<file path="src/sv/mdq_pkg.sv">
// ----------------------------------------------------------------------------
// Multi-deque buffer manager package
// Shared constants, opcode and status codes, and the controller command struct.
// ----------------------------------------------------------------------------
package mdq_pkg;

	localparam int NumDeques = 256;
	localparam int PoolNodes = 1024;
	localparam int ValueBits = 32;

	localparam int OpBits = 2;
	localparam int IndexBits = 8;
	localparam int IoValueBits = 32;
	localparam int StatusBits = 2;

	localparam logic [OpBits-1:0] OP_PUSH_BACK = 2'd0;
	localparam logic [OpBits-1:0] OP_PUSH_FRONT = 2'd1;
	localparam logic [OpBits-1:0] OP_POP_FRONT = 2'd2;
	localparam logic [OpBits-1:0] OP_POP_BACK = 2'd3;

	localparam logic [StatusBits-1:0] ST_PUSHED = 2'd0;
	localparam logic [StatusBits-1:0] ST_POPPED = 2'd1;
	localparam logic [StatusBits-1:0] ST_EMPTY = 2'd2;
	localparam logic [StatusBits-1:0] ST_FULL = 2'd3;

	// Commands from the controller to the datapath.
	typedef struct packed {
		logic capture;   // latch the request and read the deque tables
		logic read_node; // read the node store at the link addresses
		logic commit;    // write back pointers, links and counters
	} cmd_t;

endpackage

</file>
<file path="src/sv/mdq_ctrl.sv">
// ----------------------------------------------------------------------------
// Multi-deque controller
// Sequences one request through table read, node read and write-back.
// ----------------------------------------------------------------------------
module mdq_ctrl (
	input  logic           clk,
	input  logic           arst_n,
	input  logic           in_valid,
	output logic           in_ready,
	output logic           out_valid,
	input  logic           out_ready,
	output mdq_pkg::cmd_t  cmd
);

	localparam logic [1:0] S_IDLE = 2'd0;
	localparam logic [1:0] S_NODE = 2'd1;
	localparam logic [1:0] S_COMMIT = 2'd2;

	logic [1:0] state_q;
	logic       out_valid_q;

	// A new request may enter while the previous result waits, as long as
	// that result is taken by the time this one commits.
	assign in_ready = (state_q == S_IDLE);
	assign out_valid = out_valid_q;

	always_comb begin
		cmd.capture = in_valid && in_ready;
		cmd.read_node = (state_q == S_NODE);
		cmd.commit = (state_q == S_COMMIT) && (!out_valid_q || out_ready);
	end

	always_ff @(posedge clk or negedge arst_n) begin
		if (!arst_n) begin
			state_q <= S_IDLE;
			out_valid_q <= 1'b0;
		end else begin
			unique case (state_q)
				S_IDLE: if (in_valid) state_q <= S_NODE;
				S_NODE: state_q <= S_COMMIT;
				S_COMMIT: if (cmd.commit) state_q <= S_IDLE;
				default: state_q <= S_IDLE;
			endcase
			if (cmd.commit) begin
				out_valid_q <= 1'b1;
			end else if (out_ready) begin
				out_valid_q <= 1'b0;
			end
		end
	end

endmodule

</file>
<file path="config.mk">
export PLATFORM = sky130hd
export DESIGN_NAME = mdq_ctrl
export DESIGN_NICKNAME = d
export VERILOG_FILES = /design/src/sv/mdq_pkg.sv /design/src/sv/mdq_ctrl.sv
export SDC_FILE = /design/constraint.sdc
export NUM_CORES = 1
export LEC_CHECK = 0
export BUFFER_PORTS_ARGS = -buffer_cell sky130_fd_sc_hd__buf_2
export CAP_MARGIN = 30
export CORE_AREA = 5 5 42 44
export DETAILED_ROUTE_END_ITERATION = 12
export DIE_AREA = 0 0 47 49
export PLACE_DENSITY = 0.33
export SETUP_SLACK_MARGIN = 0.05
export SLEW_MARGIN = 20
export SYNTH_ARGS = -nofsm -noshare
export SYNTH_HDL_FRONTEND = slang
export SYNTH_SLANG_ARGS = --single-unit
</file>
<file path="constraint.sdc">
create_clock -name clk -period 1.84 [get_ports clk]
set_clock_uncertainty 0.2 [all_clocks]
set_input_delay 0.368 -clock clk [delete_from_list [all_inputs] [get_ports clk]]
set_output_delay 0.368 -clock clk [all_outputs]
set_load 0.05 [all_outputs]
</file>
==> impl_metrics.py, run 1 <==
metrics = {
    "sta": {
        "hold_viol_final": 0,
        "max_freq_mhz": 585.0,
        "slew_violations": 0,
        "rsz0062_at_grt": "false",
        "finalSetupViolCount": 0,
        "timing.slew.headroom": 0.8322,
        "worst_slew_pin_slew_ns": 0.2534,
        "period_share": 0.9290,
        "whs_ns": 0.1604,
        "final.min_clock_period_ns": 1.709,
        "tns_ns": 0,
    },
    "drt": {
        "via_per_inst": 2.976,
        "drt_iter0_drc": 2,
        "routed-via-count": 122,
        "postRouteAntennaNets": 0,
        "wire_per_inst_um": 8.049,
        "routed_wl_um": 330,
        "drt_pass1_iterations": 2,
        "post-route-drc-count": 0,
    },
    "flow_run": {
        "cap_violations": 0,
    },
    "floorplanning": {
        "die_h_um": 49,
        "rows": 14,
        "ios": 9,
        "dieWidth_um": 47,
        "die-area_um2": 2303,
        "start_util": 0.09464,
        "coreArea_um2": 1401,
    },
    "placed_design": {
        "place_area_um2": 201.4,
        "numPortBuffers": 8,
        "placed_cells": 36,
        "gp_congestion": 0.6183,
        "hpwlAfterDp_um": 269.7,
    },
    "clocking": {
        "root_buffer": "clkbuf_4",
        "cts.sinks": 3,
        "insertion_delay_ns": 0.23,
        "cts-htree-levels": 1,
        "cts_made_buffers": 3,
        "clkTransAtPathRegs_ns": 0.04,
        "cts_setup_buffers": 0,
        "clk_path_buf_depth": 2,
        "cts_tree": "built",
    },
    "critical_path": {
        "critPathLaunchType": "flop",
        "crit_path_start": "state_q[0]",
        "cp.arrival_ns": 1.14,
        "cp.required_ns": 1.27,
        "end_kind": "output pin",
        "reg2reg_from": "state_q[0]",
        "path_class": "reg2out",
        "path_max_fanout": 3,
    },
    "power_and_ir_drop": {
        "ir_drop_v": 0.0007645,
        "p_leak_uw": 0.0001205,
        "power.density_nw_per_um2": 1839,
    },
    "cells_and_area": {
        "fin_cells": 41,
        "drive_above_1_share": 0.6000,
        "multi_input_area_um2": 66.31,
        "layout.nets": 30,
        "final_cell_mix": "6 x buf_2, 4 x clkbuf_4, 3 x dfrtp_1",
        "n_fill_cell": 166,
        "ff_latch_area_um2": 75.07,
        "antenna_cells": 0,
        "area_growth_syn_to_layout_pct": 83.02,
        "final_common_cell": "buf_2",
        "design_area_um2": 242.7,
    },
    "logic_synthesis": {
        "synth_area_um2": 132.6,
        "yosysTopAreaCellShare": 0.5660,
        "ys_warn_count": 0,
        "syn_area_per_cell_um2": 11.05,
        "synth.area.top_cells": "dfrtp_1 57%, and2_1 9.4%, nand2b_1 9.4%",
        "synthCells": 12,
        "synth_seq_area_share": 0.5660,
        "ys_ff_latch": 3,
        "synth.largest_area_cell": "dfrtp_1",
        "syn_nets": 16,
        "synth.distinct_cells": 8,
    },
    "min_path": {
        "hold_class": "in2reg",
        "hp-start": "in_valid",
    },
    "grt": {
        "grt_max_degree": 4,
        "gr-total-overflow": 0,
        "grtUsageTotal": 0.03811,
        "antenna_found_initial": 0,
        "first_global_vias": 145,
        "grt_pass1_wl_um": 558,
    },
    "outcome": {
        "status": "finished, final reports clean",
    },
}
## routing by layer
metal | wire length (µm) | track usage | share of wire | vias up
li1 | - | - | - | 64
met1 | 160 | 0.04646 | 0.48 | 49
met2 | 103 | 0.03394 | 0.31 | 9
met3 | 66 | 0.03321 | 0.20 | 0
met4 | 0 | 0.04147 | 0 | 0
met5 | 0 | 0 | 0 | -
## cell usage after synthesis (all sizes together)
cell type  number
dfrtp           3
and2            2
nand2b          2
nor2b           2
nand2           1
nor2            1
o21bai          1
## flip-flops by register name, indices dropped and copies added (netlist names)
signal and cells:
state_q 2, out_valid 1
## through the flow
stage | util | power (µW) | setup WS, ns
floorplan | - | 282.0 | 0.06593
global placement | 0.1438 | 324.4 | 0.2969
detailed placement | 0.1438 | 328.5 | 0.2795
CTS | 0.1714 | 457.1 | 0.07836
global route | 0.1732 | 474.1 | 0.06783
finish | 0.1732 | 446.5 | 0.1306
## repair_timing
item / CTS / global route
endpoints found under the hold margin: 3 / 0
cloned: 0 / 0
resized for setup: 1 / 1
setup endpoints to repair: 1 / 1
hold buffers: 1 / 0
## worst max-delay path: stages, from the launching register on
cell,delay [ns]
dfrtp_1,0.40
nand2b_1,0.20
nor2b_2,0.12
buf_4,0.20
## power by group
group / switching (µW) / internal (µW) / leakage [µW] / total [µW]
Clock: 32.2 / 81.2 / 0.0000150 / 113
Combinational: 163 / 63.1 / 0.0000671 / 226
Sequential: 20.3 / 87.3 / 0.0000384 / 108
## logic make-up after synthesis
family,count (synthesis),synth area share
and+or+nand+nor,8,0.3774
DFF,3,0.5660
AOI/OAI and AO/OA,1,0.05662
## worst paths after layout
| path | to | slack [ns] | cells past startpoint |
|---|---|---|---|
| worst max-delay path | cmd[0] | 0.13 | 3 |
| worst min-delay path | state_q[0] | 0.16 | 2 |
| worst max register to register | state_q[1] | 0.81 | 2 |
| worst min register to register | out_valid | 0.32 | 2 |
| max in group asynchronous | out_valid | 1.07 | 2 |
| min in group asynchronous | state_q[1] | 0.26 | 2 |
## layout make-up
type / count / share of cell area
Sequential cell: 3 / 0.3093
Tap cell: 16 / 0.08247
Clock buffer: 4 / 0.1082
Multi-Input combinational cell: 9 / 0.2732
Timing Repair Buffer: 9 / 0.2268
Power figures use the tool's default switching activity.
==> run 2, diff against run 1 <==
- CELL_PAD_IN_SITES_DETAIL_PLACEMENT: default -> 1
- CELL_PAD_IN_SITES_GLOBAL_PLACEMENT: default -> 2
- PLACE_DENSITY: 0.33 -> 0.46
==> run 2 against run 1 <==
Highest routed layer unchanged. Core utilization is 0.27 points higher. Final area is 1.5% higher. Sequential power hardly changed. First-iteration DRC count is 100% lower.
==> impl_metrics.py, run 2 (synthesis gave the netlist of run 1 again) <==
metrics = {
    "critical_path": {
        "reg2reg_depth": 2,
        "reg2reg_from": "state_q[0]",
        "end_kind": "output pin",
        "crit_path_start": "state_q[1]",
        "critPathLaunchType": "flop",
        "r2r-end": "state_q[1]",
        "path_class": "reg2out",
        "cp.required_ns": 1.27,
        "path_max_fanout": 3,
        "cp.arrival_ns": 1.15,
        "reg2reg_slack_ns": 0.80,
    },
    "drt": {
        "routed-via-count": 133,
        "post-route-drc-count": 0,
        "drt_pass1_iterations": 1,
        "routed_wl_um": 361,
        "postRouteAntennaNets": 0,
        "wire_per_inst_um": 8.805,
        "via_per_inst": 3.244,
        "drt_iter0_drc": 0,
    },
    "clocking": {
        "clk_path_buf_depth": 2,
        "cts_made_buffers": 3,
        "cts_tree": "built",
        "clkTransAtPathRegs_ns": 0.04,
        "cts_setup_buffers": 0,
        "cts-htree-levels": 1,
        "cts.sinks": 3,
        "root_buffer": "clkbuf_4",
        "insertion_delay_ns": 0.23,
    },
    "sta": {
        "period_share": 0.9314,
        "setup_slack_ns": 0.1263,
        "timing.slew.headroom": 0.8329,
        "worst_slew_pin_slew_ns": 0.2524,
        "whs_ns": 0.1574,
        "final.min_clock_period_ns": 1.714,
        "max_freq_mhz": 583.5,
        "slew_violations": 0,
        "hold_viol_final": 0,
        "rsz0062_at_grt": "false",
        "finalSetupViolCount": 0,
        "tns_ns": 0,
    },
    "flow_run": {
        "cap_violations": 0,
    },
    "floorplanning": {
        "die_h_um": 49,
        "rows": 14,
        "die-area_um2": 2303,
        "start_util": 0.09464,
        "coreArea_um2": 1401,
        "dieWidth_um": 47,
        "ios": 9,
    },
    "power_and_ir_drop": {
        "combinationalPowerShare": 0.507,
        "p_leak_uw": 0.0001213,
        "power.density_nw_per_um2": 1847,
        "seqPwrFrac": 0.237,
        "ir_drop_v": 0.0005731,
        "p_switching_uw": 219.8,
        "power.internal_uw": 235.4,
        "pwr-share-clk": 0.256,
        "swShare": 0.4828,
    },
    "min_path": {
        "holdPathEnd": "state_q[0]",
        "hold_class": "in2reg",
        "hp-start": "in_valid",
        "whs_path_depth": 2,
    },
    "cells_and_area": {
        "largest_reg_flops": 2,
        "antenna_cells": 0,
        "drive_above_1_share": 0.6000,
        "area_growth_syn_to_layout_pct": 85.85,
        "layout.nets": 30,
        "final_common_cell": "buf_2",
        "final_cell_mix": "6 x buf_2, 4 x clkbuf_4, 3 x dfrtp_1",
        "top_register": "state_q",
    },
    "grt": {
        "gr-total-overflow": 0,
        "antenna_found_initial": 0,
        "grt_max_degree": 4,
        "grtUsageTotal": 0.04725,
        "first_global_vias": 181,
        "grt_pass1_wl_um": 710,
    },
    "placed_design": {
        "dp_slack_ns": 0.2872,
        "gp_congestion": 0.6308,
        "hpwlAfterDp_um": 279.3,
        "numPortBuffers": 8,
    },
    "outcome": {
        "status": "finished, final reports clean",
    },
}
-- run 2: metal layers --
layer,vias up,global-route usage,part of all wire
li1,66,-,-
met1,58,0.05519,0.49
met2,9,0.04751,0.35
met3,0,0.03321,0.16
met4,0,0.05530,0
met5,-,0,0
-- run 2: critical path, cell delays in order (launching register included) --
cell	delay [ns]
dfrtp_1	0.42
nor2_4	0.13
and2_2	0.14
clkbuf_4	0.22
-- run 2: worst max path at each step --
stage	end	cells after the start	slack, ns
6_report	cmd[2]	3	0.13
2_1_floorplan	cmd[0]	2	0.07
5_1_grt	cmd[0]	3	0.06
4_1_cts	cmd[2]	3	0.07
3_5_place_dp	cmd[0]	4	0.29
3_3_place_gp	cmd[0]	4	0.29
-- run 2: layout make-up --
type	count	area, µm²
multi-input cells	9	66.31
flip-flops and latches	3	75.07
clock buffers	4	26.28
fillers	169	1155
repair buffers	9	58.81
well taps	16	20.02
-- run 2: power groups by stage --
stage          sequential [µW]  combinational [µW]  clock (µW)
3_5_place_dp               109                 221           0
6_report                   108                 231         116
5_1_grt                    113                 248         131
2_1_floorplan              139                 143           0
3_3_place_gp               106                 218           0
4_1_cts                    109                 227         123
-- run 2: stage by stage --
step | util | power [µW] | std cells | area [µm²]
2_1_floorplan | - | 282.0 | 12 | 141.4
3_3_place_gp | 0.1438 | 324.4 | 36 | 201.4
3_5_place_dp | 0.1438 | 329.6 | 36 | 201.4
4_1_cts | 0.1714 | 458.6 | 41 | 240.2
5_1_grt | 0.1759 | 491.9 | 41 | 246.5
6_report | 0.1759 | 455.1 | 41 | 246.5
-- run 2: timing repair --
| item | 4_1_cts | 5_1_grt |
|---|---|---|
| endpoints found under the hold margin | 3 | 0 |
| hold buffers | 1 | 0 |
| pin swaps | 0 | 0 |
| setup endpoints to repair | 1 | 2 |
| gates resized for setup | 1 | 2 |
==> run 3, diff against run 2 <==
- clock period: 1.84 -> 2.07 ns (I/O delays scaled with it)
==> run 3 against run 2 <==
Setup slack gained 0.14 ns. Final area shrank 6.1%. Sequential share of layout area grew 2.0 points. Critical path type unchanged. Highest routed layer unchanged.
==> impl_metrics.py, run 3 (synthesis gave the netlist of run 1 again) <==
metrics = {
    "outcome": {
        "status": "finished, final reports clean",
    },
    "floorplanning": {
        "coreArea_um2": 1401,
        "rows": 14,
        "die_h_um": 49,
        "start_util": 0.09464,
        "ios": 9,
        "dieWidth_um": 47,
        "die-area_um2": 2303,
    },
    "clocking": {
        "postCtsResizedCells": 0,
        "cts_setup_buffers": 0,
        "root_buffer": "clkbuf_4",
        "insertion_delay_ns": 0.24,
        "clkTransAtPathRegs_ns": 0.04,
        "cts.sinks": 3,
        "cts_tree": "built",
        "cts-htree-levels": 1,
        "clk_path_buf_depth": 2,
        "cts_hold_buffers": 1,
        "cts_made_buffers": 3,
    },
    "sta": {
        "finalSetupViolCount": 0,
        "setup_slack_ns": 0.2635,
        "tns_ns": 0,
        "hold_viol_final": 0,
        "max_freq_mhz": 553.5,
        "timing.slew.headroom": 0.8335,
        "slew_violations": 0,
        "rsz0062_at_grt": "false",
        "period_share": 0.8727,
        "final.min_clock_period_ns": 1.807,
        "worst_slew_pin_slew_ns": 0.2515,
    },
    "cells_and_area": {
        "multi_input_area_um2": 60.06,
        "n_fill_cell": 169,
        "final_cell_mix": "8 x buf_2, 3 x clkbuf_4, 3 x dfrtp_1",
        "top_register": "state_q",
        "design_area_um2": 231.5,
        "largest_reg_flops": 2,
        "layout.nets": 30,
        "drive_above_1_share": 0.5600,
        "final_common_cell": "buf_2",
        "antenna_cells": 0,
        "ff_latch_area_um2": 75.07,
        "area_growth_syn_to_layout_pct": 74.53,
    },
    "power_and_ir_drop": {
        "p_leak_uw": 0.0001182,
        "power.density_nw_per_um2": 1683,
        "ir_drop_v": 0.0007523,
    },
    "drt": {
        "wire_per_inst_um": 9.073,
        "drt_iter0_drc": 4,
        "drt_pass1_iterations": 2,
        "post-route-drc-count": 0,
        "routed-via-count": 140,
        "postRouteAntennaNets": 0,
        "routed_wl_um": 372,
        "via_per_inst": 3.415,
    },
    "critical_path": {
        "critPathLaunchType": "flop",
        "path_class": "reg2out",
        "slowest_stage": "dfrtp_1",
        "end_kind": "output pin",
        "cp.arrival_ns": 1.19,
        "path_max_fanout": 3,
        "slowest_delay_ns": 0.39,
        "crit_path_cell_trace": "nand2b_1 > nor2b_2 > buf_2",
        "cp.required_ns": 1.46,
    },
    "placed_design": {
        "place_area_um2": 195.2,
        "gp_congestion": 0.6215,
        "numPortBuffers": 8,
        "dp_slack_ns": 0.4141,
    },
    "grt": {
        "grtUsageTotal": 0.04587,
        "gr-total-overflow": 0,
        "first_global_vias": 169,
        "busiest_layer": "met3",
        "use_met2": 0.04751,
        "grt_use_met1": 0.04867,
        "grt_max_degree": 4,
        "grt_use_met3": 0.05904,
        "antenna_found_initial": 0,
        "grt_pass1_wl_um": 669,
    },
    "min_path": {
        "hold_class": "in2reg",
    },
    "flow_run": {
        "cap_violations": 0,
    },
}
==> run 3: changes by cell type in the layout (fill, tap and decap cells not counted) <==
cell / delta
and2_2: -1
buf_6: -1
clkbuf_4: -1
buf_2: +2
nor2_4: -1
nor2_2: +1
and2_1: +1
==> run 3: layout make-up <==
type                            count  area share
Clock buffer                        4      0.1135
Multi-Input combinational cell      9      0.2595
Tap cell                           16     0.08649
Timing Repair Buffer                9      0.2162
Sequential cell                     3      0.3243
==> run 3: metrics by stage <==
stage	std cells	total power [µW]	hold WS, ns	util
4_1_cts	41	398.9	0.1910	0.1652
5_1_grt	41	416.8	0.2119	0.1652
6_report	41	389.5	0.1985	0.1652
3_3_place_gp	36	281.8	0.01184	0.1393
2_1_floorplan	12	242.8	-0.08159	-
3_5_place_dp	36	285.7	0.01647	0.1393
==> run 3: critical path: cells and delay by family, from the launching register on <==
family | cells | cell delay (ns)
flip-flops | 1 | 0.39
AND/OR/NAND/NOR | 2 | 0.30
buffers and inverters | 1 | 0.26
==> run 3: per-layer routing <==
layer  vias up  wire (µm)
li1         64          -
met1        65        171
met3         0         72
met5         -          0
met4         0          0
met2        11        127
==> run 3: report_power, final <==
group          total (µW)  switching, µW  internal [µW]
clock network         104           31.6           72.3
registers            92.2           14.6           77.6
logic                 193            146           47.0
total                 390            193            197
==> run 3: worst paths after layout <==
kind	startpoint	to	slack, ns	depth (start not counted)
min in group asynchronous	arst_n	state_q[1]	0.31	2
max in group asynchronous	arst_n	out_valid	1.24	2
min reg2reg	out_valid	out_valid	0.33	2
max	state_q[0]	cmd[0]	0.26	3
max reg2reg	state_q[0]	state_q[1]	1.05	2
min	in_valid	state_q[0]	0.20	2
